[src/hw/rtl/pet_pkg.sv]
// ----------------------------------------------------------------------------
// Periodic event timer bank package
// Request and response codes and the transaction structs shared by the bank.
// ----------------------------------------------------------------------------
package pet_pkg;

  localparam int COUNT_W = 16;
  localparam int SUM_W   = COUNT_W + 1;

  typedef enum logic [1:0] {
    REQ_TICK       = 2'd0,
    REQ_ADD        = 2'd1,
    REQ_SET_ENABLE = 2'd2,
    REQ_IGNORE     = 2'd3
  } req_type_t;

  typedef enum logic [2:0] {
    ST_OK            = 3'd0,
    ST_ZERO_INTERVAL = 3'd1,
    ST_DUPLICATE     = 3'd2,
    ST_FULL          = 3'd3,
    ST_NOT_FOUND     = 3'd4
  } status_t;

  typedef struct packed {
    req_type_t            req_type;
    logic [7:0]           event_id;
    logic [COUNT_W-1:0]   interval;
    logic                 enable;
  } pet_req_t;

  typedef struct packed {
    status_t    status;
    logic [2:0] slot_index;
    logic [7:0] fire_mask;
  } pet_rsp_t;

endpackage

[src/hw/rtl/pet_if.sv]
// ----------------------------------------------------------------------------
// Periodic event timer bank channels
// Valid/ready request and response channels of the timer bank.
// ----------------------------------------------------------------------------
interface pet_req_if;
  logic        valid;
  logic        ready;
  logic [1:0]  req_type;
  logic [7:0]  event_id;
  logic [15:0] interval;
  logic        enable;

  modport source (output valid, req_type, event_id, interval, enable, input ready);
  modport sink   (input valid, req_type, event_id, interval, enable, output ready);
endinterface

interface pet_rsp_if;
  logic       valid;
  logic       ready;
  logic [2:0] status;
  logic [2:0] slot_index;
  logic [7:0] fire_mask;

  modport source (output valid, status, slot_index, fire_mask, input ready);
  modport sink   (input valid, status, slot_index, fire_mask, output ready);
endinterface

[src/hw/rtl/periodic_event_timer_bank_top.sv]
// ----------------------------------------------------------------------------
// Periodic event timer bank
// Bank of periodic event slots with add, set-enable and tick requests.
// ----------------------------------------------------------------------------
// The bank takes one request transaction per cycle when the response side is
// not stalled and returns exactly one response transaction for each, through
// the input register and then the output register. A request is held in the
// input register and is decoded against all slots at once in the slot store,
// whose compare and update logic sets the figure of one request per cycle. A
// stalled response is held in the output register while the input register
// can still take one more request. Reset empties the table; no clearing pass.
module periodic_event_timer_bank_top #(
  parameter int NUM_SLOTS = 8,
  parameter int TICK_STEP = 10
) (
  input logic       clk,
  input logic       rst,
  pet_req_if.sink   req,
  pet_rsp_if.source rsp
);
  import pet_pkg::*;

  logic     stage_valid;
  pet_req_t stage_req;
  logic     out_valid;
  pet_rsp_t out_rsp;
  pet_rsp_t bank_rsp;
  logic     out_load;
  logic     advance;
  logic     accept;

  assign out_load  = !out_valid || rsp.ready;
  assign advance   = stage_valid && out_load;
  assign req.ready = !stage_valid || out_load;
  assign accept    = req.valid && req.ready;

  always_ff @(posedge clk) begin
    if (rst) begin
      stage_valid <= 1'b0;
    end else begin
      stage_valid <= accept || (stage_valid && !advance);
    end
    if (accept) begin
      stage_req.req_type <= req_type_t'(req.req_type);
      stage_req.event_id <= req.event_id;
      stage_req.interval <= req.interval;
      stage_req.enable   <= req.enable;
    end
  end

  pet_slots #(
    .NUM_SLOTS(NUM_SLOTS),
    .TICK_STEP(TICK_STEP)
  ) u_slots (
    .clk   (clk),
    .rst   (rst),
    .commit(advance),
    .req   (stage_req),
    .rsp   (bank_rsp)
  );

  always_ff @(posedge clk) begin
    if (rst) begin
      out_valid <= 1'b0;
    end else if (out_load) begin
      out_valid <= stage_valid;
    end
    if (advance) begin
      out_rsp <= bank_rsp;
    end
  end

  assign rsp.valid      = out_valid;
  assign rsp.status     = out_rsp.status;
  assign rsp.slot_index = out_rsp.slot_index;
  assign rsp.fire_mask  = out_rsp.fire_mask;

endmodule

[src/hw/rtl/pet_slots.sv]
// ----------------------------------------------------------------------------
// Periodic event timer slot store
// Holds the slots and decodes one request against all of them in parallel.
// ----------------------------------------------------------------------------
module pet_slots #(
  parameter int NUM_SLOTS = 8,
  parameter int TICK_STEP = 10
) (
  input  logic              clk,
  input  logic              rst,
  input  logic              commit,
  input  pet_pkg::pet_req_t req,
  output pet_pkg::pet_rsp_t rsp
);
  import pet_pkg::*;

  localparam int SLOT_W = (NUM_SLOTS > 1) ? $clog2(NUM_SLOTS) : 1;

  logic                 slot_valid   [NUM_SLOTS];
  logic [7:0]           slot_event   [NUM_SLOTS];
  logic [COUNT_W-1:0]   slot_period  [NUM_SLOTS];
  logic                 slot_enabled [NUM_SLOTS];
  logic [COUNT_W-1:0]   slot_count   [NUM_SLOTS];

  logic [SUM_W-1:0]     sum          [NUM_SLOTS];
  logic [NUM_SLOTS-1:0] active;
  logic [NUM_SLOTS-1:0] fire;
  logic                 found;
  logic [SLOT_W-1:0]    match_idx;
  logic                 has_free;
  logic [SLOT_W-1:0]    free_idx;
  logic                 add_ok;
  logic                 set_ok;
  logic [SLOT_W+2:0]    idx_ext;
  logic [NUM_SLOTS+7:0] fire_ext;

  always_comb begin
    found     = 1'b0;
    match_idx = '0;
    has_free  = 1'b0;
    free_idx  = '0;
    for (int i = NUM_SLOTS - 1; i >= 0; i--) begin
      sum[i]    = {1'b0, slot_count[i]} + SUM_W'(TICK_STEP);
      active[i] = slot_valid[i] && slot_enabled[i];
      fire[i]   = active[i] && (sum[i] >= {1'b0, slot_period[i]});
      if (slot_valid[i] && slot_event[i] == req.event_id) begin
        found     = 1'b1;
        match_idx = SLOT_W'(i);
      end
      if (!slot_valid[i]) begin
        has_free = 1'b1;
        free_idx = SLOT_W'(i);
      end
    end
  end

  always_comb begin
    rsp      = '0;
    add_ok   = 1'b0;
    set_ok   = 1'b0;
    idx_ext  = '0;
    fire_ext = '0;
    unique case (req.req_type)
      REQ_TICK: begin
        fire_ext      = {8'b0, fire};
        rsp.fire_mask = fire_ext[7:0];
      end
      REQ_ADD: begin
        if (req.interval == '0) begin
          rsp.status = ST_ZERO_INTERVAL;
        end else if (found) begin
          rsp.status = ST_DUPLICATE;
        end else if (!has_free) begin
          rsp.status = ST_FULL;
        end else begin
          add_ok         = 1'b1;
          idx_ext        = {3'b0, free_idx};
          rsp.slot_index = idx_ext[2:0];
        end
      end
      REQ_SET_ENABLE: begin
        if (found) begin
          set_ok         = 1'b1;
          idx_ext        = {3'b0, match_idx};
          rsp.slot_index = idx_ext[2:0];
        end else begin
          rsp.status = ST_NOT_FOUND;
        end
      end
      REQ_IGNORE: begin
        rsp = '0;
      end
    endcase
  end

  always_ff @(posedge clk) begin
    for (int i = 0; i < NUM_SLOTS; i++) begin
      if (rst) begin
        slot_valid[i] <= 1'b0;
      end else if (commit) begin
        if (req.req_type == REQ_TICK && active[i]) begin
          slot_count[i] <= fire[i] ? '0 : sum[i][COUNT_W-1:0];
        end
        if (add_ok && free_idx == SLOT_W'(i)) begin
          slot_valid[i]   <= 1'b1;
          slot_event[i]   <= req.event_id;
          slot_period[i]  <= req.interval;
          slot_enabled[i] <= req.enable;
          slot_count[i]   <= '0;
        end
        if (set_ok && match_idx == SLOT_W'(i)) begin
          slot_enabled[i] <= req.enable;
        end
      end
    end
  end

endmodule

[src/flat_wrapper.sv]
// flat-port wrapper written by rule: the top's interface ports become plain ports
module periodic_event_timer_bank_top_flat import pet_pkg::*;
#(
  parameter int NUM_SLOTS = 8,
  parameter int TICK_STEP = 10
)
  (clk, rst, req_valid, req_req_type, req_event_id, req_interval, req_enable, req_ready, rsp_valid, rsp_status, rsp_slot_index, rsp_fire_mask, rsp_ready);
  pet_req_if req_i ();
  pet_rsp_if rsp_i ();
  input logic clk;
  input logic rst;
  input wire logic [$bits(req_i.valid)-1:0] req_valid;
  input wire logic [$bits(req_i.req_type)-1:0] req_req_type;
  input wire logic [$bits(req_i.event_id)-1:0] req_event_id;
  input wire logic [$bits(req_i.interval)-1:0] req_interval;
  input wire logic [$bits(req_i.enable)-1:0] req_enable;
  output wire logic [$bits(req_i.ready)-1:0] req_ready;
  output wire logic [$bits(rsp_i.valid)-1:0] rsp_valid;
  output wire logic [$bits(rsp_i.status)-1:0] rsp_status;
  output wire logic [$bits(rsp_i.slot_index)-1:0] rsp_slot_index;
  output wire logic [$bits(rsp_i.fire_mask)-1:0] rsp_fire_mask;
  input wire logic [$bits(rsp_i.ready)-1:0] rsp_ready;
  assign req_i.valid = req_valid;
  assign req_i.req_type = req_req_type;
  assign req_i.event_id = req_event_id;
  assign req_i.interval = req_interval;
  assign req_i.enable = req_enable;
  assign req_ready = req_i.ready;
  assign rsp_valid = rsp_i.valid;
  assign rsp_status = rsp_i.status;
  assign rsp_slot_index = rsp_i.slot_index;
  assign rsp_fire_mask = rsp_i.fire_mask;
  assign rsp_i.ready = rsp_ready;
  periodic_event_timer_bank_top #(.NUM_SLOTS(NUM_SLOTS), .TICK_STEP(TICK_STEP)) u_core (.clk(clk), .rst(rst), .req(req_i), .rsp(rsp_i));
endmodule
[config.mk]
export PLATFORM = sky130hd
export DESIGN_NAME = periodic_event_timer_bank_top_flat
export DESIGN_NICKNAME = d
export VERILOG_FILES = /design/src/hw/rtl/pet_pkg.sv /design/src/hw/rtl/pet_if.sv /design/src/hw/rtl/periodic_event_timer_bank_top.sv /design/src/hw/rtl/pet_slots.sv /design/src/flat_wrapper.sv
export SDC_FILE = /design/constraint.sdc
export NUM_CORES = 1
export LEC_CHECK = 0
export BUFFER_PORTS_ARGS = -buffer_cell sky130_fd_sc_hd__buf_2
export CAP_MARGIN = 0
export CORE_MARGIN = 1.5
export CORE_UTILIZATION = 55
export DETAILED_ROUTE_END_ITERATION = 12
export MAX_ROUTING_LAYER = met4
export PLACE_DENSITY_LB_ADDON = 0.25
export SLEW_MARGIN = 10
export SYNTH_ARGS = -nofsm -noshare
export SYNTH_HDL_FRONTEND = slang
export SYNTH_SLANG_ARGS = --single-unit
[constraint.sdc]
create_clock -name clk -period 4.53 [get_ports clk]
set_clock_uncertainty 0.05 [all_clocks]
set_input_delay 0.453 -clock clk [delete_from_list [all_inputs] [get_ports clk]]
set_output_delay 0.453 -clock clk [all_outputs]
set_load 0.01 [all_outputs]
## After elaboration in Yosys (flattened, before gate mapping)

Memory sizes are Yosys's and may differ from the RTL's.
Index checks and enable logic that the tools add are counted.

- Bits of input ports: 31
- Flip-flop bits (word level): 43
- Memories: 5
- Word-level logic and storage cells: 400
- Bits in writable memories: 336
- ROM bits: 0
- Latch bits: 0
- Output and inout port bits: 16

- Reduce and logical (&&, ||, !) cells: 82
- $lt $le $gt $ge: 8
- Div/mod/pow operators: 0
- Multipliers: 0
- Eq/ne operators: 24
- Shift operators: 0
- $add $sub $neg: 8
- Multiplexer cells: 240
- Bitwise operators: 24

Memory list:

| name | depth | bits a word | rd ports | clocked after memory_dff | write ports | line | RTL |
|---|---|---|---|---|---|---|---|
| u_core.u_slots.slot_count | 8 | 16 | 8 | 0 | 8 | pet_slots.sv:23 | `logic [COUNT_W-1:0] slot_count [NUM_SLOTS];` |
| u_core.u_slots.slot_period | 8 | 16 | 8 | 0 | 1 | pet_slots.sv:21 | `logic [COUNT_W-1:0] slot_period [NUM_SLOTS];` |
| u_core.u_slots.slot_event | 8 | 8 | 8 | 0 | 1 | pet_slots.sv:20 | `logic [7:0] slot_event [NUM_SLOTS];` |
| u_core.u_slots.slot_enabled | 8 | 1 | 8 | 0 | 1 | pet_slots.sv:22 | `logic slot_enabled [NUM_SLOTS];` |
| u_core.u_slots.slot_valid | 8 | 1 | 8 | 0 | 8 | pet_slots.sv:19 | `logic slot_valid [NUM_SLOTS];` |

Operators by type and width:

| kind | number |
|---|---|
| 2-to-1 mux 16 bit | 23 |
| 2-to-1 mux 1 bit | 164 |
| adder 16 x 4 -> 17 bit (second input constant) | 8 |
| greater-or-equal comparator 17 x 16 -> 1 bit | 8 |
| 2-to-1 mux 3 bit | 43 |
| OR reduction 16 bit | 7 |
| == test 8 bit | 8 |
| 2-to-1 mux 8 bit | 7 |
| OR reduction 8 bit | 7 |
| logical AND 1 bit | 51 |
| == test 3 bit (second input constant) | 8 |
| bitwise OR 1 bit | 24 |
| logical NOT 16 bit | 1 |
| == test 3 x 2 -> 1 bit (second input constant) | 4 |
| one-hot mux 6 bit (2 select lines) | 1 |
| OR reduction 1 bit | 7 |
| == test 3 x 1 -> 1 bit (second input constant) | 2 |
| logical NOT 3 bit | 2 |
| 2-to-1 mux 2 bit | 2 |
| logical NOT 1 bit | 3 |
| logical OR 1 bit | 3 |
| == test 2 x 1 -> 1 bit (second input constant) | 1 |
| == test 2 bit (second input constant) | 1 |
| logical NOT 2 bit | 1 |

## Depth between registers and ports, before layout

An unclocked memory read counts as a cell.

- Depth in word-level cells: 28
- Gate-level depth with buffers: 15
- Depth with buffers taken out: 14

## Cells and area by module

Synthesis repeated with hierarchy kept, for this count alone.

- Cell total of the unflattened synthesis: 1537
- Area, all modules: 19067.0 um^2

By module, submodules not included:

| module | instances | cells each | area an instance (um^2) | seq. area each (um^2) |
|---|---|---|---|---|
| pet_slots | 1 | 1486 | 17732.0 | 9689.3 |
| periodic_event_timer_bank_top | 1 | 51 | 1335.0 | 1271.2 |

## Least setup slack after synthesis

OpenSTA, ideal clock, no wires.

- Path type: register to register
- Start point: register u_core.stage_req[21] in the netlist's numbering
- End point: memory u_core.u_slots.slot_count[6][1], in the netlist u_core.u_slots.slot_count[1][33], enable pin
- Cell stages (with the launch flop): 10
- Data arrival time: 3.365 ns
- Path slack: 0.725 ns
- Library setup time: 0.390 ns
- Path buffers: 2
- Period minus slack after synthesis: 3.805 ns
- Data required time: 4.090 ns
- Path through: edfxtp_1 buf_4 xnor2_1 nand4_1 nor3_1 nor4_4 nand2_2 buf_6 nor3_2 o21bai_1

RTL lines:

| what | line | RTL |
|---|---|---|
| start: declaration | periodic_event_timer_bank_top.sv:24 | `pet_req_t stage_req;` |
| end: declaration | pet_slots.sv:23 |  |

==> flow_summary.rst <==
.. list-table::
   :header-rows: 1

   * - Metric
     - Value
   * - Slowest cell on the critical path
     - sky130_fd_sc_hd__a311oi_2
   * - Clock share of power
     - 44.2%
   * - Synth Area per Inst
     - 12.21 um2
   * - Layout overhead on the synthesized area
     - 11.94%
   * - TritonCTS clock tree
     - yes
   * - Endpoint of the worst hold path
     - u_core.stage_req[2]$_DFFE_PP_
   * - Max-cap violations
     - 0
   * - Via count of the first global-routing pass
     - 11740
   * - Core Region
     - 0.03353 mm2
   * - Proportion of layout cells with a drive suffix above 1
     - 10.42%
   * - Crit Path Max Fanout
     - 11
   * - Worst setup path class
     - reg2reg
   * - Routed wire per std cell
     - 19.12 um
   * - Sw frac
     - 20.39%
   * - Endpoint of the worst register-to-register path
     - u_core.u_slots.slot_count[1][3]$_SDFFE_PP0P_
   * - Antenna Violating Nets Remaining
     - 0
   * - Slack of the worst reg-to-reg path
     - 0.65 ns
   * - Slew of the pin with the lowest slew margin
     - 1.219 ns
   * - Crit path arrival time
     - 4.27 ns
   * - R2r startpoint
     - u_core.u_slots.slot_count[1][4]$_SDFFE_PP0P_
   * - Maximum frequency from static timing analysis
     - 257.6 MHz
   * - Count of buffers inserted at the top-level ports
     - 46
   * - Worst Hold Launch
     - req_interval[1]
   * - Worst setup EP type
     - register
   * - Post-DP Area
     - 0.01971 mm2
   * - H-tree level count
     - 2
   * - Cell repeated most along the worst path
     - sky130_fd_sc_hd__a21oi_1
   * - Post-synth net total
     - 1699
   * - Result of the run
     - finished, final reports clean
   * - Number of buffers inserted to repair setup after CTS
     - 0
   * - Post-synth top cells
     - sky130_fd_sc_hd__edfxtp_1 (353), sky130_fd_sc_hd__inv_1 (150), sky130_fd_sc_hd__xnor2_1 (133)
   * - Final cycle utilization of the critical path
     - 85.70%
   * - Total number of clock tree sinks
     - 371
   * - Latest clock arrival within the worst-skew pair
     - 0.53 ns
   * - Total via count after detailed routing
     - 11920
   * - Post-synthesis instance area
     - 0.01876 mm2
   * - Dominant cells by area after synthesis
     - sky130_fd_sc_hd__edfxtp_1 (57%), sky130_fd_sc_hd__ha_1 (8.7%), sky130_fd_sc_hd__xnor2_1 (6.2%), sky130_fd_sc_hd__inv_1 (3.0%), sky130_fd_sc_hd__nand2_1 (2.2%)
   * - Routed vias/inst
     - 5.623
   * - Launching element type of the critical path
     - register
   * - Master cell of the clock root buffer
     - sky130_fd_sc_hd__clkbuf_16
   * - Detail Placement HPWL
     - 28.06 mm
   * - CTS clk-pin slew, worst paths
     - 0.06 ns
   * - Count of state elements after synthesis
     - 371
   * - Count of endpoints failing setup in the final report
     - 0
   * - Remaining DRCs
     - 0
   * - Hold WC Path Type
     - in2reg
   * - Final-report max-slew violation count
     - 0
   * - Aggregate global-route resource usage
     - 24.05%
   * - Combined area of the multi-input logic cells
     - 0.007079 mm2
   * - Power per Cell Area
     - 343.0 mW/mm2
   * - Nets@finish
     - 1803
   * - Most repeated cell in the gate-level netlist after synthesis
     - sky130_fd_sc_hd__edfxtp_1
   * - Final std cell area, no fill
     - 0.02100 mm2
   * - Effective utilization at floorplan
     - 55.95%
   * - Post-synth top area share
     - 56.50%
   * - Worst max-slew margin expressed relative to the limit
     - 18.20%
   * - Hold violation count in the final report
     - 0
   * - TritonCTS Buffers
     - 41
   * - FP Rows
     - 67
   * - Maximum vdd drop
     - 293.5 uV
   * - Clock period minus worst slack
     - 3.882 ns
   * - Cell-by-cell trace of the critical path
     - and3_1 -> nand2_1 -> nor2_1 -> nand3_1 -> xnor2_1 -> ha_1 -> a21oi_1 -> o21ai_0 -> a2111oi_0 -> a21oi_1 -> a311oi_2 -> buf_4 -> a31oi_1 -> a311oi_1
   * - Design internal power
     - 5.734 mW
   * - Number of warnings printed during yosys synthesis
     - 0
   * - Fraction of power consumed by combinational cells
     - 2.7%
   * - Worst Hold Path Cells
     - 1
   * - Drt pass-1 iters
     - 5
   * - Total negative slack
     - 0 ns
   * - Sequential-to-total area share from yosys stat
     - 58.42%
   * - Iteration-0 DRC count of the detailed router
     - 832
   * - GRT overflow
     - 0
   * - DRT Wirelength
     - 40.54 mm
   * - Number of antenna violations at the first check in global routing
     - 4
   * - Crit path required time
     - 4.92 ns
   * - Leakage component of the power
     - 8.166 nW
   * - Unrepaired setup endpoints after global routing
     - false
   * - Predominant post-synthesis flop cell
     - sky130_fd_sc_hd__edfxtp_1
   * - Netlist cell types
     - 68
   * - Width of the die
     - 187.7 um
   * - CTS resizes
     - 0
   * - Post-synth EDFFs
     - 353
   * - Number of cells on the worst reg-to-reg path
     - 14
   * - FILL cells
     - 2585
   * - Sequential group share of total power
     - 53.0%
   * - Sequential standard cell area
     - 0.01096 mm2
   * - Worst-case clock buffer depth
     - 3
   * - Worst path max stage delay
     - 0.54 ns
   * - Area of the die
     - 0.03523 mm2
   * - Top-level I/O count
     - 47
   * - Height of the die
     - 187.7 um
   * - Pin count of the biggest net entering global routing
     - 42
   * - Synthesized instance count
     - 1537
   * - Slack of the critical path
     - 0.6476 ns
   * - Worst slack, placed
     - 0.7936 ns
   * - Switching Power
     - 1.469 mW
   * - Weighted congestion at the end of routability-driven global placement
     - 0.9400
   * - Async SR Flop Fraction
     - 0%
   * - Worst setup path startpoint
     - u_core.u_slots.slot_count[1][4]$_SDFFE_PP0P_
   * - Yosys top cell by area
     - sky130_fd_sc_hd__edfxtp_1
   * - Global-route wire length before repair
     - 63.55 mm
   * - # hold bufs at CTS
     - 0
==> cell families (layout without fill, tap and decap cells) <==
group | count (synthesis) | in the layout | share of synthesized area [%]
xor+xnor | 168 | 168 | 7.843
fa+ha+maj | 131 | 131 | 8.737
compound gates | 192 | 192 | 6.843
simple gates | 498 | 498 | 14.25
flops | 371 | 371 | 58.42
other cells | 0 | 2 | 0
buf+inv | 177 | 310 | 3.908
==> power groups by stage <==
stage / sequential [mW] / combinational [mW] / clock, mW
finish: 3.82 / 0.197 / 3.19
global route: 3.82 / 0.213 / 3.37
floorplan: 3.87 / 0.105 / 0
CTS: 3.82 / 0.199 / 3.25
global placement: 3.89 / 0.196 / 0
detailed placement: 3.89 / 0.198 / 0
==> sequential cells by signal (all words and copies together), names as in the netlist, 3 cells and up <==
| signal | count |
|---|---|
| u_core.u_slots.slot_period | 128 |
| u_core.u_slots.slot_count | 120 |
| u_core.u_slots.slot_event | 64 |
| u_core.stage_req | 27 |
| u_core.rsp.fire_mask | 8 |
| u_core.u_slots.slot_enabled | 8 |
| u_core.u_slots.slot_valid | 8 |
| u_core.rsp.slot_index | 3 |
| u_core.rsp.status | 3 |
==> worst max-delay path, delay by kind of cell (launching register included) <==
family	cells	cell delay [ns]
AOI/OAI and AO/OA	7	1.65
and+or+nand+nor	4	0.84
DFF	1	0.44
adders and majority gates	1	0.29
buffers and inverters	1	0.28
xor gates and xnor gates	1	0.24
==> area by class of cell <==
cell class / instances / area share, %
Antenna cell: 2 / 0.02383
Clock buffer: 48 / 5.213
Clock inverter: 24 / 0.9175
Inverter: 150 / 2.681
Multi-Input combinational cell: 989 / 33.71
Sequential cell: 371 / 52.19
Tap cell: 448 / 2.669
Timing Repair Buffer: 88 / 2.598
==> worst max path at each step <==
| stage | slack [ns] | cells past startpoint | end |
|---|---|---|---|
| floorplan | 0.72 | 9 | u_core.u_slots.slot_count[1][33]$_SDFFCE_PP0P_ |
| global placement | 0.79 | 14 | u_core.u_slots.slot_count[1][3]$_SDFFE_PP0P_ |
| detailed placement | 0.79 | 14 | u_core.u_slots.slot_count[1][3]$_SDFFE_PP0P_ |
| CTS | 0.69 | 14 | u_core.u_slots.slot_count[1][3]$_SDFFE_PP0P_ |
| global route | 0.20 | 14 | u_core.u_slots.slot_count[1][3]$_SDFFE_PP0P_ |
| finish | 0.65 | 14 | u_core.u_slots.slot_count[1][3]$_SDFFE_PP0P_ |
==> layout by cell type (no fill, tap or decap), types with 6 or more instances in the layout <==
cell and count:
sky130_fd_sc_hd__a21o_1 25, sky130_fd_sc_hd__o31ai_1 7, sky130_fd_sc_hd__and2_1 7, sky130_fd_sc_hd__nor2b_1 38, sky130_fd_sc_hd__nand2b_1 10, sky130_fd_sc_hd__inv_1 150, sky130_fd_sc_hd__buf_4 42, sky130_fd_sc_hd__dfxtp_1 18
sky130_fd_sc_hd__o21bai_1 9, sky130_fd_sc_hd__nor4_1 9, sky130_fd_sc_hd__nor2_1 86, sky130_fd_sc_hd__nand4_1 43, sky130_fd_sc_hd__xnor2_1 133, sky130_fd_sc_hd__nor3b_1 35, sky130_fd_sc_hd__clkinv_2 11, sky130_fd_sc_hd__and4_1 7
sky130_fd_sc_hd__nor3_1 29, sky130_fd_sc_hd__o21ai_0 37, sky130_fd_sc_hd__clkbuf_16 43, sky130_fd_sc_hd__ha_1 131, sky130_fd_sc_hd__and3_1 40, sky130_fd_sc_hd__nand3_1 54, sky130_fd_sc_hd__xor2_1 35, sky130_fd_sc_hd__edfxtp_1 353
sky130_fd_sc_hd__buf_2 46, sky130_fd_sc_hd__clkinv_1 8, sky130_fd_sc_hd__nand2_1 112, sky130_fd_sc_hd__a31oi_1 6, sky130_fd_sc_hd__o2111ai_1 8, sky130_fd_sc_hd__a21oi_1 51
==> metrics by stage <==
stage          power, mW  instances  util (%)  hold WS [ns]
4_1_cts            7.269       2118     62.62       0.03362
6_report           7.203       2120     62.63       0.04162
3_3_place_gp       4.084       2046     58.78        0.4125
5_1_grt            7.401       2120     62.63       0.03152
2_1_floorplan      3.978       1537         -        0.3986
3_5_place_dp       4.088       2046     58.78        0.4217
==> routing by layer <==
layer | track usage (%) | up-vias | share of wire, %
li1 | - | 5773 | -
met4 | 9.138 | 0 | 3.1
met5 | - | - | 0
met1 | 32.40 | 5717 | 45
met3 | 2.938 | 89 | 5.7
met2 | 37.58 | 342 | 46
Power figures use the tool's default switching activity.
